<file path="config.mk">
export PLATFORM = sky130hd
export DESIGN_NAME = max_rate_request_table_flat
export DESIGN_NICKNAME = d
export VERILOG_FILES = /design/src/rtl/core/mrrt_pkg.sv /design/src/rtl/core/mrrt_if.sv /design/src/rtl/core/max_rate_request_table.sv /design/src/rtl/core/mrrt_cell.sv /design/src/flat_wrapper.sv
export SDC_FILE = /design/constraint.sdc
export NUM_CORES = 2
export LEC_CHECK = 0
export BUFFER_PORTS_ARGS = -buffer_cell sky130_fd_sc_hd__buf_4
export CAP_MARGIN = 25
export CORE_MARGIN = 2
export CORE_UTILIZATION = 45
export DETAILED_ROUTE_END_ITERATION = 8
export PLACE_DENSITY = 0.57
export SYNTH_ARGS = -nofsm -noshare
export SYNTH_HDL_FRONTEND = slang
export SYNTH_HIERARCHICAL = 1
export SYNTH_SLANG_ARGS = --single-unit
</file>
<file path="constraint.sdc">
create_clock -name clk -period 10.1 [get_ports clk]
set_input_delay 0 -clock clk [delete_from_list [all_inputs] [get_ports clk]]
set_output_delay 0 -clock clk [all_outputs]
set_load 0.02 [all_outputs]
</file>
<file path="src/rtl/core/mrrt_pkg.sv">
// Shared types and constants for the maximum-rate request table.
// Holds the command codes, status codes, the walk token and the commit word.
// No dependencies.
`default_nettype none

package mrrt_pkg;

    localparam int ID_W          = 32;
    localparam int RATE_W        = 16;
    localparam int DEFAULT_DEPTH = 16;

    typedef enum logic [1:0] {
        CMD_ADD    = 2'd0,
        CMD_UPDATE = 2'd1,
        CMD_REMOVE = 2'd2,
        CMD_ROOT   = 2'd3
    } cmd_t;

    typedef enum logic [1:0] {
        ST_APPLIED = 2'd0,
        ST_IGNORED = 2'd1,
        ST_FULL    = 2'd2
    } status_t;

    // Token that walks the row of cells, one cell per cycle.
    typedef struct packed {
        logic              valid;
        logic              found;
        logic              free_found;
        logic [RATE_W-1:0] old_rate;
        logic [RATE_W-1:0] max_rate;
    } token_t;

    // Write strobes broadcast to all cells once the walk has finished.
    typedef struct packed {
        logic add_en;
        logic upd_en;
        logic rem_en;
    } commit_t;

endpackage

`default_nettype wire

</file>
<file path="src/rtl/core/mrrt_if.sv">
// Valid/ready channel interfaces for the maximum-rate request table.
// Depends on mrrt_pkg for field widths.
`default_nettype none

interface mrrt_req_if;
    logic                               valid;
    logic                               ready;
    logic [1:0]                         command;
    logic signed [mrrt_pkg::ID_W-1:0]   client_id;
    logic [mrrt_pkg::RATE_W-1:0]        requested_rate;

    modport source (output valid, command, client_id, requested_rate, input ready);
    modport sink   (input valid, command, client_id, requested_rate, output ready);
endinterface

interface mrrt_rsp_if;
    logic                               valid;
    logic                               ready;
    logic                               flush_valid;
    logic [mrrt_pkg::RATE_W-1:0]        flush_rate;
    logic                               from_removal;
    logic [1:0]                         status;

    modport source (output valid, flush_valid, flush_rate, from_removal, status, input ready);
    modport sink   (input valid, flush_valid, flush_rate, from_removal, status, output ready);
endinterface

`default_nettype wire

</file>
<file path="src/rtl/core/max_rate_request_table.sv">
// Maximum-rate request table: client id / rate slots kept in a row of cells.
// A token walks the row once per request to find the id, the first free slot
// and the new maximum rate; the chosen cell is then written.
// Channels: req (sink) carries command, client_id, requested_rate; rsp
// (source) carries flush_valid, flush_rate, from_removal, status. A word
// moves when valid and ready are both high. One response word per request.
// The token visits one cell per cycle, walking the whole row. One request is
// in flight at a time: req.ready is high again in the cycle the response
// word is loaded, so a new request is taken only once the last one has
// produced its response word.
// Reset (rst_n, async, active low) empties every slot and clears the root
// and expected rates; no clearing pass is needed.
// If rsp stalls, the finished request waits in front of the response
// register and req.ready stays low until the response word is taken.
// Depends on mrrt_pkg, mrrt_if and mrrt_cell.
`default_nettype none

module max_rate_request_table #(
    parameter int TABLE_DEPTH = mrrt_pkg::DEFAULT_DEPTH
) (
    input  wire logic   clk,
    input  wire logic   rst_n,
    mrrt_req_if.sink    req,
    mrrt_rsp_if.source  rsp
);

    typedef enum logic [2:0] {
        S_IDLE   = 3'b001,
        S_WALK   = 3'b010,
        S_COMMIT = 3'b100
    } state_t;

    state_t                      state_reg;
    state_t                      state_next;
    mrrt_pkg::cmd_t              cmd_reg;
    logic [mrrt_pkg::ID_W-1:0]   id_reg;
    logic [mrrt_pkg::RATE_W-1:0] rate_reg;
    logic [mrrt_pkg::RATE_W-1:0] root_reg;
    logic [mrrt_pkg::RATE_W-1:0] expected_reg;
    mrrt_pkg::token_t            head_reg;
    mrrt_pkg::token_t            tail_reg;
    mrrt_pkg::token_t            tok [TABLE_DEPTH+1];
    mrrt_pkg::commit_t           commit;

    logic                        out_valid_reg;
    logic                        flush_valid_reg;
    logic [mrrt_pkg::RATE_W-1:0] flush_rate_reg;
    logic                        removal_reg;
    logic [1:0]                  status_reg;

    logic                        accept;
    logic                        finish;
    logic                        flush;
    logic                        removal;
    mrrt_pkg::status_t           status;
    logic [mrrt_pkg::RATE_W-1:0] expected_next;
    logic [mrrt_pkg::RATE_W-1:0] root_next;

    assign req.ready = (state_reg == S_IDLE);
    assign accept    = req.valid && req.ready;
    assign finish    = (state_reg == S_COMMIT) && (!out_valid_reg || rsp.ready);

    assign rsp.valid        = out_valid_reg;
    assign rsp.flush_valid  = flush_valid_reg;
    assign rsp.flush_rate   = flush_rate_reg;
    assign rsp.from_removal = removal_reg;
    assign rsp.status       = status_reg;

    assign tok[0] = head_reg;

    genvar gi;
    generate
        for (gi = 0; gi < TABLE_DEPTH; gi++)
        begin : g_cell
            mrrt_cell u_cell (
                .clk       (clk),
                .rst_n     (rst_n),
                .cmd       (cmd_reg),
                .client_id (id_reg),
                .rate      (rate_reg),
                .tok_in    (tok[gi]),
                .tok_out   (tok[gi+1]),
                .commit    (commit)
            );
        end
    endgenerate

    // Decide the outcome from the finished token
    always_comb
    begin
        commit        = '0;
        flush         = 1'b0;
        removal       = 1'b0;
        status        = mrrt_pkg::ST_IGNORED;
        expected_next = expected_reg;
        root_next     = root_reg;
        case (cmd_reg)
            mrrt_pkg::CMD_ADD:
            begin
                if (!tail_reg.found)
                begin
                    if (tail_reg.free_found)
                    begin
                        commit.add_en = finish;
                        status        = mrrt_pkg::ST_APPLIED;
                    end
                    else
                    begin
                        status = mrrt_pkg::ST_FULL;
                    end
                end
            end
            mrrt_pkg::CMD_UPDATE:
            begin
                if (tail_reg.found && (tail_reg.old_rate != rate_reg))
                begin
                    commit.upd_en = finish;
                    expected_next = tail_reg.max_rate;
                    flush         = 1'b1;
                    status        = mrrt_pkg::ST_APPLIED;
                end
            end
            mrrt_pkg::CMD_REMOVE:
            begin
                if (tail_reg.found)
                begin
                    commit.rem_en = finish;
                    status        = mrrt_pkg::ST_APPLIED;
                    if (tail_reg.old_rate == expected_reg)
                    begin
                        expected_next = tail_reg.max_rate;
                        flush         = 1'b1;
                        removal       = 1'b1;
                    end
                end
            end
            default:
            begin
                if (rate_reg != root_reg)
                begin
                    root_next     = rate_reg;
                    expected_next = tail_reg.max_rate;
                    flush         = 1'b1;
                    status        = mrrt_pkg::ST_APPLIED;
                end
            end
        endcase
    end

    always_comb
    begin
        state_next = state_reg;
        case (state_reg)
            S_IDLE:
            begin
                if (accept)
                begin
                    state_next = S_WALK;
                end
            end
            S_WALK:
            begin
                if (tok[TABLE_DEPTH].valid)
                begin
                    state_next = S_COMMIT;
                end
            end
            S_COMMIT:
            begin
                if (finish)
                begin
                    state_next = S_IDLE;
                end
            end
            default:
            begin
                state_next = S_IDLE;
            end
        endcase
    end

    always_ff @(posedge clk or negedge rst_n)
    begin
        if (!rst_n)
        begin
            state_reg     <= S_IDLE;
            head_reg      <= '0;
            root_reg      <= '0;
            expected_reg  <= '0;
            out_valid_reg <= 1'b0;
        end
        else
        begin
            state_reg      <= state_next;
            head_reg.valid <= accept;
            if (accept)
            begin
                head_reg.found      <= 1'b0;
                head_reg.free_found <= 1'b0;
                head_reg.old_rate   <= '0;
                // Seed the running maximum with the root rate after this word
                head_reg.max_rate   <= (mrrt_pkg::cmd_t'(req.command) == mrrt_pkg::CMD_ROOT)
                                       ? req.requested_rate : root_reg;
            end
            if (finish)
            begin
                root_reg      <= root_next;
                expected_reg  <= expected_next;
                out_valid_reg <= 1'b1;
            end
            else if (rsp.ready)
            begin
                out_valid_reg <= 1'b0;
            end
        end
    end

    always_ff @(posedge clk)
    begin
        if (accept)
        begin
            cmd_reg  <= mrrt_pkg::cmd_t'(req.command);
            id_reg   <= $unsigned(req.client_id);
            rate_reg <= req.requested_rate;
        end
        if ((state_reg == S_WALK) && tok[TABLE_DEPTH].valid)
        begin
            tail_reg <= tok[TABLE_DEPTH];
        end
        if (finish)
        begin
            flush_valid_reg <= flush;
            flush_rate_reg  <= expected_next;
            removal_reg     <= removal;
            status_reg      <= status;
        end
    end

endmodule

`default_nettype wire

</file>
<file path="src/rtl/core/mrrt_cell.sv">
// One table slot of the request table: holds id, rate and valid flag.
// Processes the walk token, registers it and hands it to the next cell.
// Depends on mrrt_pkg.
`default_nettype none

module mrrt_cell (
    input  wire logic                        clk,
    input  wire logic                        rst_n,
    input  wire mrrt_pkg::cmd_t              cmd,
    input  wire logic [mrrt_pkg::ID_W-1:0]   client_id,
    input  wire logic [mrrt_pkg::RATE_W-1:0] rate,
    input  wire mrrt_pkg::token_t            tok_in,
    output mrrt_pkg::token_t                 tok_out,
    input  wire mrrt_pkg::commit_t           commit
);

    logic                        valid_reg;
    logic [mrrt_pkg::ID_W-1:0]   client_reg;
    logic [mrrt_pkg::RATE_W-1:0] rate_reg;
    logic                        hit_reg;
    logic                        pick_reg;
    mrrt_pkg::token_t            tok_reg;
    mrrt_pkg::token_t            tok_next;
    logic                        match;
    logic                        contrib_en;
    logic [mrrt_pkg::RATE_W-1:0] contrib_val;

    assign match   = valid_reg && (client_reg == client_id);
    assign tok_out = tok_reg;

    always_comb
    begin
        tok_next    = tok_in;
        contrib_en  = valid_reg;
        contrib_val = rate_reg;
        if (match)
        begin
            tok_next.found    = 1'b1;
            tok_next.old_rate = rate_reg;
            // Count the slot as it will be after the update or removal
            if (cmd == mrrt_pkg::CMD_UPDATE)
            begin
                contrib_val = rate;
            end
            else if (cmd == mrrt_pkg::CMD_REMOVE)
            begin
                contrib_en = 1'b0;
            end
        end
        if (!valid_reg)
        begin
            tok_next.free_found = 1'b1;
        end
        if (contrib_en && (contrib_val > tok_in.max_rate))
        begin
            tok_next.max_rate = contrib_val;
        end
    end

    always_ff @(posedge clk or negedge rst_n)
    begin
        if (!rst_n)
        begin
            tok_reg   <= '0;
            valid_reg <= 1'b0;
            hit_reg   <= 1'b0;
            pick_reg  <= 1'b0;
        end
        else
        begin
            tok_reg <= tok_next;
            if (tok_in.valid)
            begin
                hit_reg  <= match;
                pick_reg <= !valid_reg && !tok_in.free_found;
            end
            if (commit.add_en && pick_reg)
            begin
                valid_reg <= 1'b1;
            end
            else if (commit.rem_en && hit_reg)
            begin
                valid_reg <= 1'b0;
            end
        end
    end

    always_ff @(posedge clk)
    begin
        if (commit.add_en && pick_reg)
        begin
            client_reg <= client_id;
            rate_reg   <= rate;
        end
        else if (commit.upd_en && hit_reg)
        begin
            rate_reg <= rate;
        end
    end

endmodule

`default_nettype wire
</file>
<file path="src/flat_wrapper.sv">
// flat-port wrapper written by rule: the top's interface ports become plain ports
module max_rate_request_table_flat 
#(
    parameter int TABLE_DEPTH = mrrt_pkg::DEFAULT_DEPTH
)
  (clk, rst_n, req_valid, req_command, req_client_id, req_requested_rate, req_ready, rsp_valid, rsp_flush_valid, rsp_flush_rate, rsp_from_removal, rsp_status, rsp_ready);
  mrrt_req_if req_i ();
  mrrt_rsp_if rsp_i ();
  input  wire logic clk;
  input  wire logic rst_n;
  input wire logic [$bits(req_i.valid)-1:0] req_valid;
  input wire logic [$bits(req_i.command)-1:0] req_command;
  input wire logic [$bits(req_i.client_id)-1:0] req_client_id;
  input wire logic [$bits(req_i.requested_rate)-1:0] req_requested_rate;
  output wire logic [$bits(req_i.ready)-1:0] req_ready;
  output wire logic [$bits(rsp_i.valid)-1:0] rsp_valid;
  output wire logic [$bits(rsp_i.flush_valid)-1:0] rsp_flush_valid;
  output wire logic [$bits(rsp_i.flush_rate)-1:0] rsp_flush_rate;
  output wire logic [$bits(rsp_i.from_removal)-1:0] rsp_from_removal;
  output wire logic [$bits(rsp_i.status)-1:0] rsp_status;
  input wire logic [$bits(rsp_i.ready)-1:0] rsp_ready;
  assign req_i.valid = req_valid;
  assign req_i.command = req_command;
  assign req_i.client_id = req_client_id;
  assign req_i.requested_rate = req_requested_rate;
  assign req_ready = req_i.ready;
  assign rsp_valid = rsp_i.valid;
  assign rsp_flush_valid = rsp_i.flush_valid;
  assign rsp_flush_rate = rsp_i.flush_rate;
  assign rsp_from_removal = rsp_i.from_removal;
  assign rsp_status = rsp_i.status;
  assign rsp_i.ready = rsp_ready;
  max_rate_request_table #(.TABLE_DEPTH(TABLE_DEPTH)) u_core (.clk(clk), .rst_n(rst_n), .req(req_i), .rsp(rsp_i));
endmodule
</file>
==> results.cfg <==
[outcome]
outcome = complete, no violations

[setup_path]
worstPathMaxFanout = 37
cp-end-kind = flip-flop
arrival_ns = 6.70
start_kind = flip-flop
reg2regPathDepth = 15
r2r_slack_ns = 4.05
rr_startpoint = u_core/id_reg[24]$_DFFE_PP_
r2r-end = u_core/g_cell[0].u_cell/tok_out[10]$_DFF_PN0_
required_ns = 10.75
path_class = reg2reg

[global_route]
antenna_found_initial = 5
grt_pass1_vias = 38300
grt_overflow_total = 0
grt_max_degree = 184
grt_pass1_wl_mm = 241
grt_use_total_pct = 20.4

[yosys]
yosys_warnings = 6
synth_ff_type = edfxtp_1
ys_top_cells_by_area = edfxtp_1 38%, dfrtp_1 24%, mux2_2 11%, ha_1 4.7%, xnor2_1 4.1%
synth_area_sq_um = 68500
avgSynthCellArea_sq_um = 15.3
seq_area_frac_synth_pct = 62.3
yosysMostFrequentCell = edfxtp_1
synthTopCellsByCount = 872 x edfxtp_1, 660 x dfrtp_1, 642 x mux2_2
yosysTopAreaCellShare_pct = 38.2
yosys.area.top_type = edfxtp_1
synth_cells = 4473
synth-edff-count = 872
async_flop_share_pct = 43.1
ys_ff_latch = 1533
yosysUniqueCellTypes = 53

[layout]
largest_reg_flops = 560
final_area_sq_um = 78200
layoutNonFillerInstCount = 7052
areaGrowthSynthToFinish_pct = 14.0
fin_nets = 5193
drive_gt1_share_pct = 26.5

[placement]
dpl.cell_count = 6634
io_buffers = 75
place_area_sq_um = 71800
hpwl_mm = 105
place_congestion = 0.797

[pwr]
ir_drop_uv = 145
p_leak_nw = 30.5
pwr-share-clk_pct = 45.5
combPwrFrac_pct = 1.4
switchingPower_w = 0.00257
p_int_w = 0.00995
power_frac_seq_pct = 53.1
swShare_pct = 20.5
power_density_nw_per_um2 = 160

[route]
drc_errors = 0
drt-pass1-iter-count = 5
routedWlPerCell_um = 22.4
drt_iter0_markers = 2135
routed_via_density = 5.18
routed_wl_mm = 158
num_vias = 36500
antenna_left = 0

[floorplanning]
initial_core_util_pct = 45.2
die_h_um = 394
die_w_um = 394
pin_count = 76
rows = 143
die_area_sq_um = 155000
fp.coreArea_sq_um = 152000

[timing]
grt_setup_unrepaired = false
period_share_pct = 59.9
finalSetupTns_ns = 0
relSlewSlack_pct = 27.9
fin_crit_ns = 6.05
fin_worst_skew_ns = 0.0356
hold_violations = 0
maxSlewViolCount = 0
fin_hold_ws_ns = 0.0934
max_freq_mhz = 165
setup_viol = 0
worstMarginPinSlew_ns = 1.08

[clocking]
cts_made_buffers = 163
clk_pin_slew_ns = 0.06
tritoncts = yes
postCtsSetupRepairBufs = 0
clk_latency_ns = 0.77
cts_root_buf = clkbuf_16
clock-sinks = 1533
cts_max_path_buffers = 3
ctsResizeCount = 0
holdBufCountCts = 106
htreeDepth = 4

[min_path]
hp-class = in2reg
hold_path_end = u_core/head_reg[12]$_DFFE_PN0P_
hp-start = req_requested_rate[12]
min_delay_path_depth = 4

[flow_run]
max_cap_viol_count = 0
## kinds of logic after synthesis
| group | synth area share [%] |
|---|---|
| buf+inv | 3.02 |
| other cells | 0.00547 |
| compound gates | 3.42 |
| mux | 14.9 |
| flops | 62.3 |
| simple gates | 5.53 |
| fa+ha+maj | 4.67 |
| xor+xnor | 6.09 |
## worst max path at each step
stage | end | start | slack [ns] | cells after the start
final | u_core/g_cell[0].u_cell/tok_out[10]$_DFF_PN0_ | u_core/id_reg[24]$_DFFE_PP_ | 4.05 | 15
after global routing | u_core/g_cell[0].u_cell/tok_out[5]$_DFF_PN0_ | u_core/id_reg[24]$_DFFE_PP_ | 3.68 | 15
after CTS | u_core/g_cell[0].u_cell/tok_out[15]$_DFF_PN0_ | u_core/id_reg[24]$_DFFE_PP_ | 3.98 | 15
after detailed placement | u_core/g_cell[0].u_cell/tok_out[10]$_DFF_PN0_ | u_core/id_reg[24]$_DFFE_PP_ | 4.05 | 15
after global placement | u_core/g_cell[0].u_cell/tok_out[6]$_DFF_PN0_ | u_core/id_reg[24]$_DFFE_PP_ | 4.07 | 15
after floorplan | u_core/g_cell[5].u_cell/tok_out[10]$_DFF_PN0_ | u_core/id_reg[18]$_DFFE_PP_ | 5.82 | 16
## through the flow
step	total power [W]	util, %	setup WS, ns
2_1_floorplan	0.00681	-	5.82
3_3_place_gp	0.00692	47.4	4.07
3_5_place_dp	0.00692	47.4	4.05
4_1_cts	0.0127	51.5	3.98
5_1_grt	0.0129	51.6	3.68
6_report	0.0125	51.6	4.05
## power by group through the flow
stage          sequential, W  clock, W  combinational [W]
6_report             0.00665   0.00569           0.000173
5_1_grt              0.00665   0.00611           0.000194
4_1_cts              0.00665   0.00586           0.000178
3_5_place_dp         0.00677         0           0.000143
3_3_place_gp         0.00677         0           0.000144
2_1_floorplan        0.00676         0          0.0000508
## layout make-up
type,count,area [sq um]
timing repair buffer,300,2660
clock inverter,63,551
multi-input combinational,2548,23800
clock buffer,240,4570
fill,12700,73400
antenna,1,2.50
inverter,337,1260
tap,2030,2540
sequential,1533,42700
## metal layers
layer  part of all wire (%)  global-route usage (%)
met5                      0                       0
met4                    3.0                    6.56
met3                    3.5                    3.00
met2                     49                    34.4
met1                     44                    27.2
## cell usage in the layout, fill, tap and decap left out, types with 48 or more instances in the layout
cell	Yosys	routed
mux2_4	153	153
nor2_1	88	86
buf_4	0	179
dfrtp_1	660	660
dlygate4sd3_1	0	105
inv_1	337	337
o21ai_0	50	50
a21oi_1	141	141
xor2_1	154	154
ha_1	256	256
xnor2_1	323	323
clkbuf_16	0	164
mux2_2	642	642
clkbuf_1	21	58
nand4_1	142	142
a21o_1	48	48
mux2i_1	64	64
nand2b_1	87	87
edfxtp_1	872	872
## critical path, stage by stage (launching register included)
cell and delay (ns):
edfxtp_1 0.33, buf_4 0.49, xnor2_1 0.19, nand4_1 0.15, nor4_2 0.61, nand4_2 0.79
nor3b_4 1.10, mux2_2 0.44, ha_1 0.29, nor2b_1 0.14, o211ai_1 0.17, a21oi_1 0.08
o21ai_0 0.18, a31oi_1 0.11, o21ai_2 0.37, mux2_2 0.42
No activity file was read; power rests on OpenSTA's default activity.
